===== config.mk =====
export PLATFORM = sky130hd
export DESIGN_NAME = half_float_adder_unit
export DESIGN_NICKNAME = d
export VERILOG_FILES = /design/src/hfa_pkg.sv /design/src/hfa_unpack.sv /design/src/hfa_align.sv /design/src/hfa_normalize.sv /design/src/hfa_round.sv /design/src/half_float_adder_unit.sv
export SDC_FILE = /design/constraint.sdc
export NUM_CORES = 1
export LEC_CHECK = 0
export BUFFER_PORTS_ARGS = -buffer_cell sky130_fd_sc_hd__buf_4
export CORE_ASPECT_RATIO = 0.75
export CORE_MARGIN = 5
export CORE_UTILIZATION = 45
export CTS_BUF_LIST = sky130_fd_sc_hd__clkbuf_8
export CTS_CLUSTER_SIZE = 12
export DETAILED_ROUTE_END_ITERATION = 16
export GPL_TIMING_DRIVEN = 0
export PLACE_DENSITY_LB_ADDON = 0.08
export SKIP_LAST_GASP = 1
export SLEW_MARGIN = 20
export SYNTH_ARGS = -nofsm -noshare
export SYNTH_HDL_FRONTEND = slang
export SYNTH_SLANG_ARGS = --single-unit

===== constraint.sdc =====
create_clock -name clk -period 7.68 [get_ports clk]
set_clock_uncertainty 0.1 [all_clocks]
set_input_delay 1.536 -clock clk [delete_from_list [all_inputs] [get_ports clk]]
set_output_delay 1.536 -clock clk [all_outputs]
set_load 0.01 [all_outputs]

===== src/hfa_pkg.sv =====
`timescale 1ns / 1ps
// Package for the half-float adder: default field widths, guard bit count,
// and the control record that travels with every item down the pipeline.
// No dependencies.
package hfa_pkg;

    // Default exponent and fraction widths (binary16 layout).
    localparam int DEF_EXP_WIDTH  = 5;
    localparam int DEF_FRAC_WIDTH = 10;

    // Width of the operand and sum ports.
    localparam int PORT_WIDTH = 16;

    // Guard, round and sticky bits below the significand.
    localparam int GRS_BITS = 3;

    // Control record that moves from stage to stage with each item.
    typedef struct packed {
        logic valid;    // the stage holds an item
        logic sign;     // sign of the result
        logic eff_sub;  // operand signs differ
        logic bypass;   // result word is already known
    } stage_ctrl_t;

endpackage


===== src/hfa_unpack.sv =====
`timescale 1ns / 1ps
// First stage of the half-float adder: splits the operands, resolves the
// special cases and orders the operands by magnitude. Depends on hfa_pkg.
module hfa_unpack import hfa_pkg::*; #(
    parameter int EXP_WIDTH  = DEF_EXP_WIDTH,
    parameter int FRAC_WIDTH = DEF_FRAC_WIDTH
) (
    input  logic                              clk,
    input  logic                              rst_n,
    input  logic                              in_valid,
    input  logic [PORT_WIDTH-1:0]             operand_a,
    input  logic [PORT_WIDTH-1:0]             operand_b,
    output stage_ctrl_t                       ctrl_out,
    output logic [EXP_WIDTH+FRAC_WIDTH:0]     bypass_word,
    output logic [EXP_WIDTH-1:0]              exp_big,
    output logic [EXP_WIDTH-1:0]              exp_diff,
    output logic [FRAC_WIDTH-1:0]             frac_big,
    output logic [FRAC_WIDTH-1:0]             frac_small
);

    localparam int WORD_WIDTH = EXP_WIDTH + FRAC_WIDTH + 1;

    logic [WORD_WIDTH-1:0] a_word;
    logic [WORD_WIDTH-1:0] b_word;
    logic                  sa;
    logic                  sb;
    logic [EXP_WIDTH-1:0]  ea;
    logic [EXP_WIDTH-1:0]  eb;
    logic [FRAC_WIDTH-1:0] fa;
    logic [FRAC_WIDTH-1:0] fb;
    logic                  a_nan;
    logic                  b_nan;
    logic                  a_inf;
    logic                  b_inf;
    logic                  a_zero;
    logic                  b_zero;
    logic                  swap;
    logic [WORD_WIDTH-1:0] nan_word;

    stage_ctrl_t           ctrl_reg;
    stage_ctrl_t           ctrl_next;
    logic [WORD_WIDTH-1:0] bypass_reg;
    logic [WORD_WIDTH-1:0] bypass_next;
    logic [EXP_WIDTH-1:0]  exp_big_reg;
    logic [EXP_WIDTH-1:0]  exp_big_next;
    logic [EXP_WIDTH-1:0]  exp_diff_reg;
    logic [EXP_WIDTH-1:0]  exp_diff_next;
    logic [FRAC_WIDTH-1:0] frac_big_reg;
    logic [FRAC_WIDTH-1:0] frac_big_next;
    logic [FRAC_WIDTH-1:0] frac_small_reg;
    logic [FRAC_WIDTH-1:0] frac_small_next;

    assign a_word = WORD_WIDTH'(operand_a);
    assign b_word = WORD_WIDTH'(operand_b);
    assign sa     = a_word[WORD_WIDTH-1];
    assign sb     = b_word[WORD_WIDTH-1];
    assign ea     = a_word[WORD_WIDTH-2 -: EXP_WIDTH];
    assign eb     = b_word[WORD_WIDTH-2 -: EXP_WIDTH];
    assign fa     = a_word[FRAC_WIDTH-1:0];
    assign fb     = b_word[FRAC_WIDTH-1:0];
    assign a_nan  = (&ea) && (|fa);
    assign b_nan  = (&eb) && (|fb);
    assign a_inf  = (&ea) && !(|fa);
    assign b_inf  = (&eb) && !(|fb);
    assign a_zero = !(|ea);
    assign b_zero = !(|eb);
    assign swap   = {eb, fb} > {ea, fa};
    assign nan_word = {1'b0, {EXP_WIDTH{1'b1}}, FRAC_WIDTH'(1)};

    always_comb
    begin
        ctrl_next.valid   = in_valid;
        ctrl_next.sign    = swap ? sb : sa;
        ctrl_next.eff_sub = sa ^ sb;
        ctrl_next.bypass  = 1'b1;
        bypass_next       = '0;
        priority if (a_nan || b_nan)
        begin
            bypass_next = nan_word;
        end
        else if (a_inf && b_inf)
        begin
            bypass_next = (sa != sb) ? nan_word
                                     : {sa, {EXP_WIDTH{1'b1}}, {FRAC_WIDTH{1'b0}}};
        end
        else if (a_inf)
        begin
            bypass_next = {sa, {EXP_WIDTH{1'b1}}, {FRAC_WIDTH{1'b0}}};
        end
        else if (b_inf)
        begin
            bypass_next = {sb, {EXP_WIDTH{1'b1}}, {FRAC_WIDTH{1'b0}}};
        end
        else if (a_zero && b_zero)
        begin
            bypass_next = {sa & sb, {(WORD_WIDTH-1){1'b0}}};
        end
        else if (a_zero)
        begin
            bypass_next = b_word;
        end
        else if (b_zero)
        begin
            bypass_next = a_word;
        end
        else
        begin
            ctrl_next.bypass = 1'b0;
        end

        exp_big_next    = swap ? eb : ea;
        exp_diff_next   = swap ? (eb - ea) : (ea - eb);
        frac_big_next   = swap ? fb : fa;
        frac_small_next = swap ? fa : fb;
    end

    always_ff @(posedge clk or negedge rst_n)
    begin
        if (!rst_n)
        begin
            ctrl_reg <= '0;
        end
        else
        begin
            ctrl_reg <= ctrl_next;
        end
    end

    always_ff @(posedge clk)
    begin
        bypass_reg     <= bypass_next;
        exp_big_reg    <= exp_big_next;
        exp_diff_reg   <= exp_diff_next;
        frac_big_reg   <= frac_big_next;
        frac_small_reg <= frac_small_next;
    end

    assign ctrl_out    = ctrl_reg;
    assign bypass_word = bypass_reg;
    assign exp_big     = exp_big_reg;
    assign exp_diff    = exp_diff_reg;
    assign frac_big    = frac_big_reg;
    assign frac_small  = frac_small_reg;

endmodule


===== src/hfa_align.sv =====
`timescale 1ns / 1ps
// Second stage of the half-float adder: aligns the smaller significand with
// a sticky bit and adds or subtracts the significands. Depends on hfa_pkg.
module hfa_align import hfa_pkg::*; #(
    parameter int EXP_WIDTH  = DEF_EXP_WIDTH,
    parameter int FRAC_WIDTH = DEF_FRAC_WIDTH
) (
    input  logic                                   clk,
    input  logic                                   rst_n,
    input  stage_ctrl_t                            ctrl_in,
    input  logic [EXP_WIDTH+FRAC_WIDTH:0]          bypass_in,
    input  logic [EXP_WIDTH-1:0]                   exp_big,
    input  logic [EXP_WIDTH-1:0]                   exp_diff,
    input  logic [FRAC_WIDTH-1:0]                  frac_big,
    input  logic [FRAC_WIDTH-1:0]                  frac_small,
    output stage_ctrl_t                            ctrl_out,
    output logic [EXP_WIDTH+FRAC_WIDTH:0]          bypass_out,
    output logic [FRAC_WIDTH+GRS_BITS:0]           sig_out,
    output logic signed [EXP_WIDTH+1:0]            exp_out
);

    localparam int WORD_WIDTH = EXP_WIDTH + FRAC_WIDTH + 1;
    localparam int MW         = FRAC_WIDTH + 1 + GRS_BITS;
    localparam int SW         = MW + 1;
    localparam int EW         = EXP_WIDTH + 2;

    logic [MW-1:0]        ma;
    logic [MW-1:0]        mb;
    logic [MW-1:0]        mb_aligned;
    logic [SW-1:0]        sum_full;
    logic signed [EW-1:0] exp_ext;
    logic                 cancel;

    stage_ctrl_t           ctrl_reg;
    stage_ctrl_t           ctrl_next;
    logic [WORD_WIDTH-1:0] bypass_reg;
    logic [WORD_WIDTH-1:0] bypass_next;
    logic [MW-1:0]         sig_reg;
    logic [MW-1:0]         sig_next;
    logic signed [EW-1:0]  exp_reg;
    logic signed [EW-1:0]  exp_next;

    assign ma      = {1'b1, frac_big, {GRS_BITS{1'b0}}};
    assign mb      = {1'b1, frac_small, {GRS_BITS{1'b0}}};
    assign exp_ext = $signed(EW'(exp_big));

    always_comb
    begin
        // A distance past the whole significand leaves only the sticky bit.
        if (int'(exp_diff) >= MW)
        begin
            mb_aligned = MW'(1);
        end
        else
        begin
            mb_aligned = (mb >> exp_diff)
                       | MW'(|(mb & ~({MW{1'b1}} << exp_diff)));
        end

        if (ctrl_in.eff_sub)
        begin
            sum_full = {1'b0, ma} - {1'b0, mb_aligned};
        end
        else
        begin
            sum_full = {1'b0, ma} + {1'b0, mb_aligned};
        end

        cancel = ctrl_in.eff_sub && (sum_full == '0);

        // A carry out of the addition costs one right shift, keeping the sticky bit.
        if (sum_full[SW-1])
        begin
            sig_next = {sum_full[SW-1:2], sum_full[1] | sum_full[0]};
            exp_next = exp_ext + EW'(1);
        end
        else
        begin
            sig_next = sum_full[MW-1:0];
            exp_next = exp_ext;
        end

        ctrl_next        = ctrl_in;
        bypass_next      = bypass_in;
        if (!ctrl_in.bypass && cancel)
        begin
            ctrl_next.bypass = 1'b1;
            bypass_next      = '0;
        end
    end

    always_ff @(posedge clk or negedge rst_n)
    begin
        if (!rst_n)
        begin
            ctrl_reg <= '0;
        end
        else
        begin
            ctrl_reg <= ctrl_next;
        end
    end

    always_ff @(posedge clk)
    begin
        bypass_reg <= bypass_next;
        sig_reg    <= sig_next;
        exp_reg    <= exp_next;
    end

    assign ctrl_out   = ctrl_reg;
    assign bypass_out = bypass_reg;
    assign sig_out    = sig_reg;
    assign exp_out    = exp_reg;

endmodule


===== src/hfa_normalize.sv =====
`timescale 1ns / 1ps
// Third and fourth stages of the half-float adder: counts leading zeros of
// the difference, then shifts it left and lowers the exponent. Uses hfa_pkg.
module hfa_normalize import hfa_pkg::*; #(
    parameter int EXP_WIDTH  = DEF_EXP_WIDTH,
    parameter int FRAC_WIDTH = DEF_FRAC_WIDTH
) (
    input  logic                                   clk,
    input  logic                                   rst_n,
    input  stage_ctrl_t                            ctrl_in,
    input  logic [EXP_WIDTH+FRAC_WIDTH:0]          bypass_in,
    input  logic [FRAC_WIDTH+GRS_BITS:0]           sig_in,
    input  logic signed [EXP_WIDTH+1:0]            exp_in,
    output stage_ctrl_t                            ctrl_out,
    output logic [EXP_WIDTH+FRAC_WIDTH:0]          bypass_out,
    output logic [FRAC_WIDTH+GRS_BITS:0]           sig_out,
    output logic signed [EXP_WIDTH+1:0]            exp_out
);

    localparam int WORD_WIDTH = EXP_WIDTH + FRAC_WIDTH + 1;
    localparam int MW         = FRAC_WIDTH + 1 + GRS_BITS;
    localparam int EW         = EXP_WIDTH + 2;
    localparam int LZW        = $clog2(MW);

    function automatic logic [LZW-1:0] lead_zeros(input logic [MW-1:0] value);
        logic [LZW-1:0] count;
        count = '0;
        for (int i = 0; i < MW; i++)
        begin
            if (value[i])
            begin
                count = LZW'(MW - 1 - i);
            end
        end
        return count;
    endfunction

    stage_ctrl_t           ctrl3_reg;
    logic [WORD_WIDTH-1:0] bypass3_reg;
    logic [MW-1:0]         sig3_reg;
    logic signed [EW-1:0]  exp3_reg;
    logic [LZW-1:0]        lz3_reg;
    logic [LZW-1:0]        lz3_next;

    stage_ctrl_t           ctrl4_reg;
    logic [WORD_WIDTH-1:0] bypass4_reg;
    logic [MW-1:0]         sig4_reg;
    logic [MW-1:0]         sig4_next;
    logic signed [EW-1:0]  exp4_reg;
    logic signed [EW-1:0]  exp4_next;

    // A sum always has its leading one on top, so the count is zero for it.
    assign lz3_next  = lead_zeros(sig_in);
    assign sig4_next = sig3_reg << lz3_reg;
    assign exp4_next = exp3_reg - $signed(EW'(lz3_reg));

    always_ff @(posedge clk or negedge rst_n)
    begin
        if (!rst_n)
        begin
            ctrl3_reg <= '0;
            ctrl4_reg <= '0;
        end
        else
        begin
            ctrl3_reg <= ctrl_in;
            ctrl4_reg <= ctrl3_reg;
        end
    end

    always_ff @(posedge clk)
    begin
        bypass3_reg <= bypass_in;
        sig3_reg    <= sig_in;
        exp3_reg    <= exp_in;
        lz3_reg     <= lz3_next;
        bypass4_reg <= bypass3_reg;
        sig4_reg    <= sig4_next;
        exp4_reg    <= exp4_next;
    end

    assign ctrl_out   = ctrl4_reg;
    assign bypass_out = bypass4_reg;
    assign sig_out    = sig4_reg;
    assign exp_out    = exp4_reg;

endmodule


===== src/hfa_round.sv =====
`timescale 1ns / 1ps
// Last stage of the half-float adder: rounds to nearest even, detects
// overflow and underflow, and packs the sum word. Depends on hfa_pkg.
module hfa_round import hfa_pkg::*; #(
    parameter int EXP_WIDTH  = DEF_EXP_WIDTH,
    parameter int FRAC_WIDTH = DEF_FRAC_WIDTH
) (
    input  logic                                   clk,
    input  logic                                   rst_n,
    input  stage_ctrl_t                            ctrl_in,
    input  logic [EXP_WIDTH+FRAC_WIDTH:0]          bypass_in,
    input  logic [FRAC_WIDTH+GRS_BITS:0]           sig_in,
    input  logic signed [EXP_WIDTH+1:0]            exp_in,
    output logic                                   done,
    output logic [PORT_WIDTH-1:0]                  sum,
    output logic                                   overflowed
);

    localparam int WORD_WIDTH = EXP_WIDTH + FRAC_WIDTH + 1;
    localparam int MW         = FRAC_WIDTH + 1 + GRS_BITS;
    localparam int EW         = EXP_WIDTH + 2;
    localparam int EXP_MAX    = (1 << EXP_WIDTH) - 1;

    logic [FRAC_WIDTH:0]   mant;
    logic [FRAC_WIDTH+1:0] mant_inc;
    logic [FRAC_WIDTH:0]   mant_r;
    logic signed [EW-1:0]  exp_r;
    logic                  round_up;
    logic                  exp_high;
    logic                  exp_low;
    logic [WORD_WIDTH-1:0] word;

    logic                  done_reg;
    logic                  done_next;
    logic [PORT_WIDTH-1:0] sum_reg;
    logic [PORT_WIDTH-1:0] sum_next;
    logic                  ovf_reg;
    logic                  ovf_next;

    assign mant     = sig_in[MW-1:GRS_BITS];
    assign mant_inc = {1'b0, mant} + (FRAC_WIDTH+2)'(1);
    assign round_up = sig_in[2] && (sig_in[1] || sig_in[0] || mant[0]);

    always_comb
    begin
        if (round_up && mant_inc[FRAC_WIDTH+1])
        begin
            mant_r = mant_inc[FRAC_WIDTH+1:1];
            exp_r  = exp_in + EW'(1);
        end
        else if (round_up)
        begin
            mant_r = mant_inc[FRAC_WIDTH:0];
            exp_r  = exp_in;
        end
        else
        begin
            mant_r = mant;
            exp_r  = exp_in;
        end

        exp_high = exp_r >= $signed(EW'(EXP_MAX));
        exp_low  = exp_r[EW-1] || (exp_r == '0);

        priority if (ctrl_in.bypass)
        begin
            word = bypass_in;
        end
        else if (exp_high)
        begin
            word = {ctrl_in.sign, {EXP_WIDTH{1'b1}}, {FRAC_WIDTH{1'b0}}};
        end
        else if (exp_low)
        begin
            word = {ctrl_in.sign, {(WORD_WIDTH-1){1'b0}}};
        end
        else
        begin
            word = {ctrl_in.sign, exp_r[EXP_WIDTH-1:0], mant_r[FRAC_WIDTH-1:0]};
        end

        done_next = ctrl_in.valid;
        sum_next  = word[PORT_WIDTH-1:0];
        ovf_next  = !ctrl_in.bypass && exp_high;
    end

    always_ff @(posedge clk or negedge rst_n)
    begin
        if (!rst_n)
        begin
            done_reg <= 1'b0;
        end
        else
        begin
            done_reg <= done_next;
        end
    end

    always_ff @(posedge clk)
    begin
        sum_reg <= sum_next;
        ovf_reg <= ovf_next;
    end

    assign done       = done_reg;
    assign sum        = sum_reg;
    assign overflowed = ovf_reg;

endmodule


===== src/half_float_adder_unit.sv =====
`timescale 1ns / 1ps
// Top level of the half-float adder: a five-stage pipeline built from
// hfa_unpack, hfa_align, hfa_normalize and hfa_round. Depends on hfa_pkg.
//
// This unit adds two floats in sign, exponent, fraction layout (binary16 by
// default, bias 2^(EXP_WIDTH-1)-1) and rounds to nearest, ties to even. An
// item is taken on every rising edge at which start is high; busy is never
// raised, so one operand pair can enter each cycle. The sum of an item shows
// on sum and overflowed for exactly one cycle, marked by done, once it has
// left the last stage; the receiver must take it then, since nothing can hold
// it back. The five stages are: special-case decode and magnitude ordering,
// alignment with sticky bit and add or subtract, leading-zero count, the
// normalizing left shift, and rounding and packing. Inputs with a zero
// exponent count as zero, results below the smallest normal number flush to
// a signed zero, any NaN or infinity of opposite signs gives the quiet NaN
// code with exponent all ones and fraction one, and exact cancellation gives
// plus zero. overflowed is high only when the sum of finite inputs overflows to
// infinity. With wider parameters the sum word is cut to its low 16 bits.
module half_float_adder_unit import hfa_pkg::*; #(
    parameter int EXP_WIDTH  = DEF_EXP_WIDTH,
    parameter int FRAC_WIDTH = DEF_FRAC_WIDTH
) (
    input  logic                  clk,
    input  logic                  rst_n,
    input  logic                  start,
    output logic                  busy,
    input  logic [PORT_WIDTH-1:0] operand_a,
    input  logic [PORT_WIDTH-1:0] operand_b,
    output logic                  done,
    output logic [PORT_WIDTH-1:0] sum,
    output logic                  overflowed
);

    localparam int WORD_WIDTH = EXP_WIDTH + FRAC_WIDTH + 1;
    localparam int MW         = FRAC_WIDTH + 1 + GRS_BITS;
    localparam int EW         = EXP_WIDTH + 2;

    // Stage one outputs.
    stage_ctrl_t           s1_ctrl;
    logic [WORD_WIDTH-1:0] s1_bypass;
    logic [EXP_WIDTH-1:0]  s1_exp_big;
    logic [EXP_WIDTH-1:0]  s1_exp_diff;
    logic [FRAC_WIDTH-1:0] s1_frac_big;
    logic [FRAC_WIDTH-1:0] s1_frac_small;

    // Stage two outputs.
    stage_ctrl_t           s2_ctrl;
    logic [WORD_WIDTH-1:0] s2_bypass;
    logic [MW-1:0]         s2_sig;
    logic signed [EW-1:0]  s2_exp;

    // Stage four outputs.
    stage_ctrl_t           s4_ctrl;
    logic [WORD_WIDTH-1:0] s4_bypass;
    logic [MW-1:0]         s4_sig;
    logic signed [EW-1:0]  s4_exp;

    logic                  accept;

    // Every stage moves forward each cycle, so the unit never refuses an item.
    assign busy   = 1'b0;
    assign accept = start && !busy;

    hfa_unpack #(
        .EXP_WIDTH  (EXP_WIDTH),
        .FRAC_WIDTH (FRAC_WIDTH)
    ) u_unpack (
        .clk         (clk),
        .rst_n       (rst_n),
        .in_valid    (accept),
        .operand_a   (operand_a),
        .operand_b   (operand_b),
        .ctrl_out    (s1_ctrl),
        .bypass_word (s1_bypass),
        .exp_big     (s1_exp_big),
        .exp_diff    (s1_exp_diff),
        .frac_big    (s1_frac_big),
        .frac_small  (s1_frac_small)
    );

    hfa_align #(
        .EXP_WIDTH  (EXP_WIDTH),
        .FRAC_WIDTH (FRAC_WIDTH)
    ) u_align (
        .clk        (clk),
        .rst_n      (rst_n),
        .ctrl_in    (s1_ctrl),
        .bypass_in  (s1_bypass),
        .exp_big    (s1_exp_big),
        .exp_diff   (s1_exp_diff),
        .frac_big   (s1_frac_big),
        .frac_small (s1_frac_small),
        .ctrl_out   (s2_ctrl),
        .bypass_out (s2_bypass),
        .sig_out    (s2_sig),
        .exp_out    (s2_exp)
    );

    hfa_normalize #(
        .EXP_WIDTH  (EXP_WIDTH),
        .FRAC_WIDTH (FRAC_WIDTH)
    ) u_normalize (
        .clk        (clk),
        .rst_n      (rst_n),
        .ctrl_in    (s2_ctrl),
        .bypass_in  (s2_bypass),
        .sig_in     (s2_sig),
        .exp_in     (s2_exp),
        .ctrl_out   (s4_ctrl),
        .bypass_out (s4_bypass),
        .sig_out    (s4_sig),
        .exp_out    (s4_exp)
    );

    hfa_round #(
        .EXP_WIDTH  (EXP_WIDTH),
        .FRAC_WIDTH (FRAC_WIDTH)
    ) u_round (
        .clk        (clk),
        .rst_n      (rst_n),
        .ctrl_in    (s4_ctrl),
        .bypass_in  (s4_bypass),
        .sig_in     (s4_sig),
        .exp_in     (s4_exp),
        .done       (done),
        .sum        (sum),
        .overflowed (overflowed)
    );

    // Every accepted item comes out, marked by done.
    assert property (@(posedge clk) disable iff (!rst_n)
        accept |-> ##5 done)
        else $error("accepted item did not complete after five cycles");

    // No result appears without a matching accepted item.
    assert property (@(posedge clk) disable iff (!rst_n)
        done |-> $past(accept, 5))
        else $error("result strobe without a matching accepted item");

    // Two positive zeros add to a positive zero.
    assert property (@(posedge clk) disable iff (!rst_n)
        (done && $past(operand_a, 5) == '0 && $past(operand_b, 5) == '0)
        |-> (sum == '0 && !overflowed))
        else $error("zero plus zero did not give plus zero");

endmodule

# [Word level (Yosys, flattened, before mapping)]
# Index checks and enable logic that the tools add are counted.
[word_totals] regBits=190 output_inout_bits=19 inputBits=35
[op_classes] bitwise=6 n_addsub=8 n_eq_ne=1 reduce_logical=33 order_cmp=3 shift=3 n_mux=43
[op_table] op="16-bit 2-to-1 mux" n=8
[op_table] op="15-bit 2-to-1 mux" n=3
[op_table] op="10-bit 2-to-1 mux" n=4
[op_table] op="4-bit 2-to-1 mux" n=6
[op_table] op="10-bit OR reduction" n=2
[op_table] op="14-bit by 14-bit adder with 15-bit output" n=1
[op_table] op="15-bit greater-than comparator" n=1
[op_table] op="15-bit logical NOT" n=1
[op_table] op="5-bit 2-to-1 mux" n=3
[op_table] op="14-bit by 14-bit subtractor with 15-bit output" n=1
[op_table] op="14-bit bitwise AND" n=1
[op_table] op="14-bit 2-to-1 mux" n=1
[op_table] op="14-bit NOT" n=1
[op_table] op="14-bit by 1-bit bitwise OR with 14-bit output" n=1
[op_table] op="14-bit OR reduction" n=1
[op_table] op="14-bit by 4-bit left shift with 14-bit output" n=1
[op_table] op="14-bit by 5-bit left shift with 14-bit output, first input constant" n=1
[op_table] op="14-bit by 5-bit right shift with 14-bit output" n=1
[op_table] op="13-bit 2-to-1 mux" n=1
[op_table] op="11-bit by 1-bit adder with 12-bit output, second input constant" n=1
[op_table] op="3-bit 2-to-1 mux" n=4
[op_table] op="1-bit logical AND" n=11
[op_table] op="1-bit 2-to-1 mux" n=10
[op_table] op="5-bit AND reduction" n=2
[op_table] op="other kinds (19)" n=30

# [Depth between registers and ports, before layout]
# Gate-level depths: netlist of run 1.
[logic_depth] word_depth=13 ltp_mapped=22 ltp_nobuf=18

# [Cells and area by module]
# A second synthesis of run 1 with hierarchy kept.
[unflattened] hier_cells=1058 area_unflattened_um2=10367.4
[by_module_without_submodules] mod="hfa_align" cells_each=454 seq_area_each_um2=820.8 n_inst=1 area_each_um2=3769.9
[by_module_without_submodules] mod="hfa_normalize" cells_each=204 seq_area_each_um2=1761.7 n_inst=1 area_each_um2=2648.8
[by_module_without_submodules] mod="hfa_unpack" cells_each=249 seq_area_each_um2=1021.0 n_inst=1 area_each_um2=2562.5
[by_module_without_submodules] mod="hfa_round" cells_each=149 seq_area_each_um2=365.4 n_inst=1 area_each_um2=1375.1
[by_module_without_submodules] mod="half_float_adder_unit" cells_each=2 seq_area_each_um2=0.0 n_inst=1 area_each_um2=11.3

# [Least setup slack after synthesis of run 1]
# No wires, ideal clock.
[synth_timing] path_kind="reg2reg" start="reg u_unpack.exp_diff_reg[1] (netlist: u_unpack.exp_diff[1])" end="reg u_align.bypass_reg[10] (netlist: u_align.bypass_out[10])" slack_ns=2.692 setup_time_ns=0.114 arrival_time_ns=4.774 path_buffers=4 path_stages_with_launch=22 path_cell_list="dfxtp_1 > clkbuf_1 > buf_2 > buf_2 > clkinv_1 > mux4_2 > a2bb2oi_1 > or2_2 > inv_1 > ha_1 > inv_1 > fa_1 > o21ba_2 > nor4_1 > o41ai_1 > o221ai_1 > nor2_1 > a31oi_4 > or4b_4 > nor3_4 > buf_8 > nor2b_2"
[synth_via] elab_chain_len=11 word_cells_on_any_way=14
[synth_lines] element="from (decl)" line_no="hfa_unpack.sv:46" text="logic [EXP_WIDTH-1:0] exp_diff_reg;"
[synth_lines] element="from (signal assigned)" line_no="hfa_unpack.sv:133" text="exp_diff_reg <= exp_diff_next;"
[synth_lines] element="14-bit by 5-bit left shift with 14-bit output" line_no="hfa_align.sv:57" text="| MW'(|(mb & ~({MW{1'b1}} << exp_diff)));"
[synth_lines] element="14-bit NOT" line_no="hfa_align.sv:57"
[synth_lines] element="14-bit bitwise AND" line_no="hfa_align.sv:57"
[synth_lines] element="14-bit OR reduction" line_no="hfa_align.sv:57"
[synth_lines] element="14-bit by 1-bit bitwise OR with 14-bit output" line_no="hfa_align.sv:57"
[synth_lines] element="14-bit 2-to-1 mux *" line_no="hfa_align.sv:50" text="if (int'(exp_diff) >= MW)"
[synth_lines] element="14-bit by 14-bit adder with 15-bit output / 14-bit by 14-bit subtractor with 15-bit output (equally long branches)" line_no="hfa_align.sv:66, hfa_align.sv:62"
[synth_lines] element="15-bit 2-to-1 mux *" line_no="hfa_align.sv:60" text="if (ctrl_in.eff_sub)"
[synth_lines] element="15-bit logical NOT *" line_no="hfa_align.sv:69" text="cancel = ctrl_in.eff_sub && (sum_full == '0);"
[synth_lines] element="1-bit logical AND *" line_no="hfa_align.sv:69"
[synth_lines] element="1-bit logical AND *" line_no="hfa_align.sv:85" text="if (!ctrl_in.bypass && cancel)"
[synth_lines] element="to (signal assigned)" line_no="hfa_align.sv:106" text="bypass_reg <= bypass_next;"
[synth_lines] element="to (decl)" line_no="hfa_align.sv:36" text="logic [WORD_WIDTH-1:0] bypass_reg;"
# Mark *: on every way between the ends. The rest lies on a longest branch, timed or not.
# A chain may end at the register's enable or synchronous reset.

==> results of run 1 <==
==> synth_stat cells, types with 6 or more instances <==
master,count,area (sq um)
nand4_1,15,93.8
dfxtp_1,176,3520
nand3_1,16,80.1
o21bai_1,6,45.0
and3_1,14,87.6
nor4_1,12,75.1
mux2i_1,38,380
o21a_1,6,45.0
clkbuf_1,35,131
xor2_1,15,131
a22oi_1,10,75.1
a21oi_1,59,295
o31ai_1,10,75.1
nand2_1,85,319
or2_2,8,50.1
nor2_1,78,293
a21o_1,17,128
nor3_1,27,135
dfrtp_1,14,350
nor2b_2,10,87.6
o21ai_0,58,290
nor2b_1,17,106
a31oi_1,7,43.8
o41ai_1,7,61.3
a211oi_1,19,143
o22ai_1,7,43.8
mux2_2,18,203
and2_1,6,37.5
nand2b_1,14,87.6
xnor2_1,14,123
inv_1,64,240
ha_1,53,663
==> power breakdown <==
group / switching, mW / total (mW) / internal, mW
Clock: 0.383 / 0.657 / 0.274
Sequential: 0.162 / 1.38 / 1.22
Combinational: 0.820 / 1.40 / 0.577
Total: 1.37 / 3.43 / 2.07
==> cell usage in the layout (no fill, tap or decap), drive strengths merged, types with 5 or more instances in the layout <==
master,Yosys,layout
dfxtp,176,176
nand2,85,85
nor2,78,78
inv,64,71
buf,11,63
o21ai,60,60
a21oi,59,59
ha,53,53
clkbuf,35,52
mux2i,38,38
nor3,28,28
nor2b,27,27
a211oi,19,19
mux2,19,19
a21o,17,17
nand3,16,16
nand4,16,16
xor2,15,15
nand2b,14,14
and3,14,14
xnor2,14,14
dfrtp,14,14
nor4,12,12
a22oi,10,10
o31ai,10,10
or2,9,9
a31oi,8,8
o22ai,7,7
o41ai,7,7
clkinv,1,7
and2,6,6
o21bai,6,6
o21a,6,6
o211ai,6,6
or3,5,5
==> worst paths after layout <==
path                                              from  slack [ns]  cells past startpoint                          to
setup / recovery                  u_unpack.exp_diff[1]        1.59                     20         u_align.ctrl_out[0]
min in group asynchronous                        rst_n        0.79                      1        u_unpack.ctrl_out[2]
setup reg to reg                  u_unpack.exp_diff[1]        1.59                     20         u_align.ctrl_out[0]
hold reg to reg            u_normalize.bypass3_reg[15]        0.23                      0  u_normalize.bypass_out[15]
hold / removal             u_normalize.bypass3_reg[15]        0.23                      0  u_normalize.bypass_out[15]
max in group asynchronous                        rst_n        6.52                      1        u_unpack.ctrl_out[0]
==> cell type report <==
class	count	area, sq um	share of cell area
plain buffers	46	209	0.0198
clock buffers	17	234	0.0222
clock inverters	15	174	0.0165
inverters	65	244	0.0231
multi-input cells	731	5060	0.480
flip-flops and latches	190	3870	0.367
well taps	282	353	0.0335
repair buffers	52	390	0.0370
==> worst reg2reg max path: stages, from the launching register on <==
cell and delay, ns:
dfxtp_1 0.32, clkbuf_1 0.26, buf_2 0.26, buf_2 0.25, clkinv_1 0.26, mux4_2 0.50, a2bb2oi_1 0.15, or2_2 0.31
inv_1 0.06, ha_1 0.15, inv_1 0.05, fa_1 0.40, o21ba_2 0.23, nor4_1 0.36, o41ai_1 0.26, o221ai_1 0.45
nor2_1 0.14, a31oi_4 0.18, nor2b_1 0.21, nand2_1 0.10, o31ai_1 0.88
==> cells by family (layout without fill, tap and decap cells) <==
kind of cell	Yosys count	in the layout	share of synthesized area
flops	190	190	0.413
other cells	1	1	0.000399
buf+inv	111	195	0.0482
mux	60	60	0.0709
fa+ha+maj	57	57	0.0791
xor+xnor	29	29	0.0270
compound gates	260	260	0.187
simple gates	324	324	0.175
==> metal layers <==
metal | share of wire | global-route usage
met2 | 0.37 | 0.259
met4 | 0.018 | 0.0576
met1 | 0.54 | 0.334
met3 | 0.073 | 0.0543
met5 | 0 | 0
==> flow_metrics.tcl, run 1 <==
set metrics [dict create \
    status "finished clean" \
    maxCapViolCount 0 \
    relSlewSlack 0.303 \
    fin_total_pwr_mw 3.43 \
    critPathLaunchType "register" \
    cts_tree "built" \
    cp_cell_sequence "clkbuf_1 > buf_2 > buf_2 > clkinv_1 > mux4_2 > a2bb2oi_1 > or2_2 > inv_1 > ha_1 > inv_1 > fa_1 > o21ba_2 > nor4_1 > o41ai_1 > o221ai_1 > nor2_1 > a31oi_4 > nor2b_1 > nand2_1 > o31ai_1" \
    setup_tns_ns 0 \
    drc 0 \
    max-clock-path-buffers 2 \
    routed_via_density 5.52 \
    die-area_sq_um 23900 \
    num_vias 7717 \
    place.port_buffers 52 \
    hold_ws_ns 0.229 \
    grt_overflow_total 0 \
    crit_required_ns 7.84 \
    synthFlopType "dfxtp_1" \
    hold_viol 0 \
    power_density_nw_per_um2 326 \
    pre_cts_ws_ns 1.79 \
    postCtsSetupBuffers 0 \
    final_util 0.517 \
    max-vdd-ir-drop_uv 117 \
    cts-root-buf "clkbuf_8" \
    path_class "reg2reg" \
    worst_slack_ns 1.59 \
    drt-total-wl_microns 24400 \
    placed_cells 1366 \
    async_flop_share 0.0737 \
    path_clk_slew_ns 0.11 \
    first_global_vias 7157 \
    synth_cells 1032 \
    tightest_slew_ns 1.04 \
    cp_max_fo 10 \
    ys_seq_area_frac 0.413 \
    synth_cell_types 86 \
    syn_area_sq_um 9390 \
    nets 1195 \
    htreeDepth 4 \
    cts_hold_buf 0 \
    num_rows 45 \
    grt_max_degree 20 \
    critPathSlowestCell "o31ai_1" \
    setup_viol 0 \
    rsz0062_at_grt "no" \
    drv_slew 0 \
    fin_crit_ns 6.09 \
    final_cell_count_no_fill 1398 \
    core-area_sq_um 20400 \
    drive_above_1_share 0.128 \
    critPathCaptureType "register" \
    drtIter0Drc 664 \
    min_period_over_period 0.793 \
    io_pins 54 \
    critical-path-top-delay-family "compound AO/OA/AOI/OAI gates" \
    leakagePower_nw 4.52 \
    die_w_microns 177 \
    cts_buffers 17 \
    dr.pass1.iters 5 \
    num_antenna_cells 0 \
    postRouteAntennaNets 0 \
    cp_num_buf_inv 6 \
    synth_area_per_cell_sq_um 9.10 \
    areaGrowthSynthToFinish_pct 12.3 \
    antenna_found_initial 1 \
    grt_usage 0.206 \
    postCtsResizedCells 0 \
    slowest_delay_ns 0.88 \
    syn-num-nets 1124 \
    clkLatencyLatePin_ns 0.46 \
    gp_congestion 0.886 \
    yosys_warnings 0 \
    die_h_microns 135 \
    grt_pass1_wl_microns 39000 \
    cts.sinks 190 \
    dp_hpwl_microns 19300 \
    synth-edff-count 0 \
    fill_cells 1963 \
    hold_class "reg2reg" \
    routedWlPerCell_microns 17.5 \
    final_cell_area_sq_um 10500 \
    ys_seq_elements 190 \
    start_util 0.461 \
    place_area_sq_um 10100 \
    fmax_ghz 0.164 \
    cp.arrival_ns 6.25 \
]
No activity file was read; power rests on OpenSTA's default activity.
==> run 2, diff against run 1 <==
==> constraint.sdc (replaced) <==
create_clock -name clk -period 5.6 [get_ports clk]
set_clock_uncertainty 0.1 [all_clocks]
set_input_delay 1.12 -clock clk [delete_from_list [all_inputs] [get_ports clk]]
set_output_delay 1.12 -clock clk [all_outputs]
set_load 0.01 [all_outputs]
==> run 2 against run 1 <==
Against the previous run:
- sequential power increased by 37%
- clock-buffer cell count unchanged
- hold slack improved by 0.00056 ns
- sequential share of layout area decreased by 0.19 points
- flip-flop and latch count unchanged
- first-iteration DRC count increased by 11%
- via count increased by 0.56%
- largest power group unchanged
==> flow_metrics.tcl, run 2 (same netlist as run 1, synthesis figures left out) <==
set metrics [dict create \
    drtIter0Drc 735 \
    num_rows 45 \
    first_global_vias 7187 \
    critPathLaunchType "register" \
    antenna_found_initial 1 \
    place_area_sq_um 10100 \
    max-clock-path-buffers 2 \
    die_h_microns 135 \
    rsz0062_at_grt "no" \
    leakagePower_nw 4.54 \
    die_w_microns 177 \
    grt_pass1_wl_microns 39100 \
    drc 0 \
    num_vias 7760 \
    io_pins 54 \
    gp_congestion 0.886 \
    crit_start "u_unpack.exp_diff[1]" \
    min_period_over_period 0.936 \
    hold_ws_ns 0.230 \
    power_density_nw_per_um2 445 \
    hold_viol 0 \
    cts-root-buf "clkbuf_8" \
    grt_overflow_total 0 \
    start_util 0.461 \
    fill_cells 1959 \
    critPathCaptureType "register" \
    dp_hpwl_microns 19300 \
    die-area_sq_um 23900 \
    num_antenna_cells 0 \
    grt_usage 0.206 \
    htreeDepth 4 \
    cp.arrival_ns 5.50 \
    nets 1195 \
    fmax_ghz 0.191 \
    r2r_start "u_unpack.exp_diff[1]" \
    status "finished clean" \
    cts_tree "built" \
    hold_start "u_normalize.bypass3_reg[15]" \
    path_class "reg2reg" \
    crit_required_ns 5.86 \
    layout_commonest_cell "dfxtp_1" \
    setup_viol 0 \
    cts_buffers 17 \
    areaGrowthSynthToFinish_pct 12.9 \
    cts.sinks 190 \
    drive_above_1_share 0.135 \
    placed_cells 1366 \
    relSlewSlack 0.362 \
    routedWlPerCell_microns 17.5 \
    place.port_buffers 52 \
    drt-total-wl_microns 24500 \
    clkLatencyLatePin_ns 0.46 \
    dr.pass1.iters 5 \
    routed_via_density 5.55 \
    final_cell_area_sq_um 10600 \
    cp_max_fo 10 \
    postRouteAntennaNets 0 \
    grt_max_degree 20 \
    hold_class "reg2reg" \
    drv_slew 0 \
    most-common-layout-cells "dfxtp_1, nand2_1, nor2_1" \
    path_clk_slew_ns 0.10 \
    maxCapViolCount 0 \
    fin_crit_ns 5.24 \
    max-vdd-ir-drop_uv 156 \
    tightest_slew_ns 0.956 \
    cts_hold_buf 0 \
    final_cell_count_no_fill 1398 \
    core-area_sq_um 20400 \
]
run 2: cell types whose count changed in the layout (fill, tap and decap cells not counted), sizes merged:
cell,delta
buf,+2
clkbuf,-2
clkinv,-1
clkinvlp,+1
run 2: worst max-delay path: stages, from the launching register on:
cell and delay [ns]:
dfxtp_2 0.40, buf_2 0.22, buf_2 0.27, clkinvlp_4 0.22
mux4_2 0.47, a2bb2oi_1 0.15, or2_2 0.31, inv_1 0.06
ha_1 0.15, inv_1 0.05, fa_1 0.40, o21ba_2 0.23
nor4_2 0.26, o41ai_2 0.20, o221ai_2 0.28, nor2_1 0.12
a31oi_4 0.18, or4b_4 0.49, nor3_4 0.23, buf_12 0.15
buf_8 0.14, nor2b_2 0.05
run 2: routing by layer:
metal	GRT usage	share of wire	up-vias	routed length [microns]
li1	-	-	3816	-
met1	0.334	0.53	3655	13000
met2	0.261	0.38	262	9180
met3	0.0546	0.077	27	1890
met4	0.0563	0.017	0	420
met5	0	0	-	0
run 2: what timing repair did:
item                       in CTS  in global routing
setup endpoints to repair      17                 24
setup buffers                   2                  0
gates cloned                    0                  0
gates resized for setup         3                  4
pin swaps                       2                  0
run 2: where the power goes:
group / internal [mW] / total [mW] / switching [mW]
registers: 1.67 / 1.89 / 0.225
clock network: 0.376 / 0.901 / 0.525
logic: 0.792 / 1.92 / 1.13
run 2: final cells by class:
class,instances,area [sq um],share of cell area
multi-input combinational,731,5100,0.481
sequential,190,3870,0.366
timing repair buffer,54,418,0.0394
tap,282,353,0.0333
inverter,65,248,0.0234
clock buffer,17,234,0.0221
buffer,44,201,0.0190
clock inverter,15,174,0.0164
run 2: final timing paths:
| check | slack, ns | cells after the start | to |
|---|---|---|---|
| min in group asynchronous | 0.38 | 1 | u_unpack.ctrl_out[2] |
| min reg2reg | 0.23 | 0 | u_normalize.bypass_out[15] |
| max | 0.36 | 21 | u_align.bypass_out[12] |
| min | 0.23 | 0 | u_normalize.bypass_out[15] |
| max in group asynchronous | 4.85 | 1 | u_unpack.ctrl_out[0] |
| max reg2reg | 0.36 | 21 | u_align.bypass_out[12] |
run 2: per-stage QoR:
step                power, mW  utilization  TNS, ns  setup WS, ns
global placement         3.81        0.497    -3.44        -0.321
floorplan                3.20            -        0         0.612
detailed placement       3.80        0.497    -3.04        -0.293
global route             5.05        0.520        0        0.0357
finish                   4.72        0.520        0         0.358
CTS                      4.71        0.519        0        0.0469
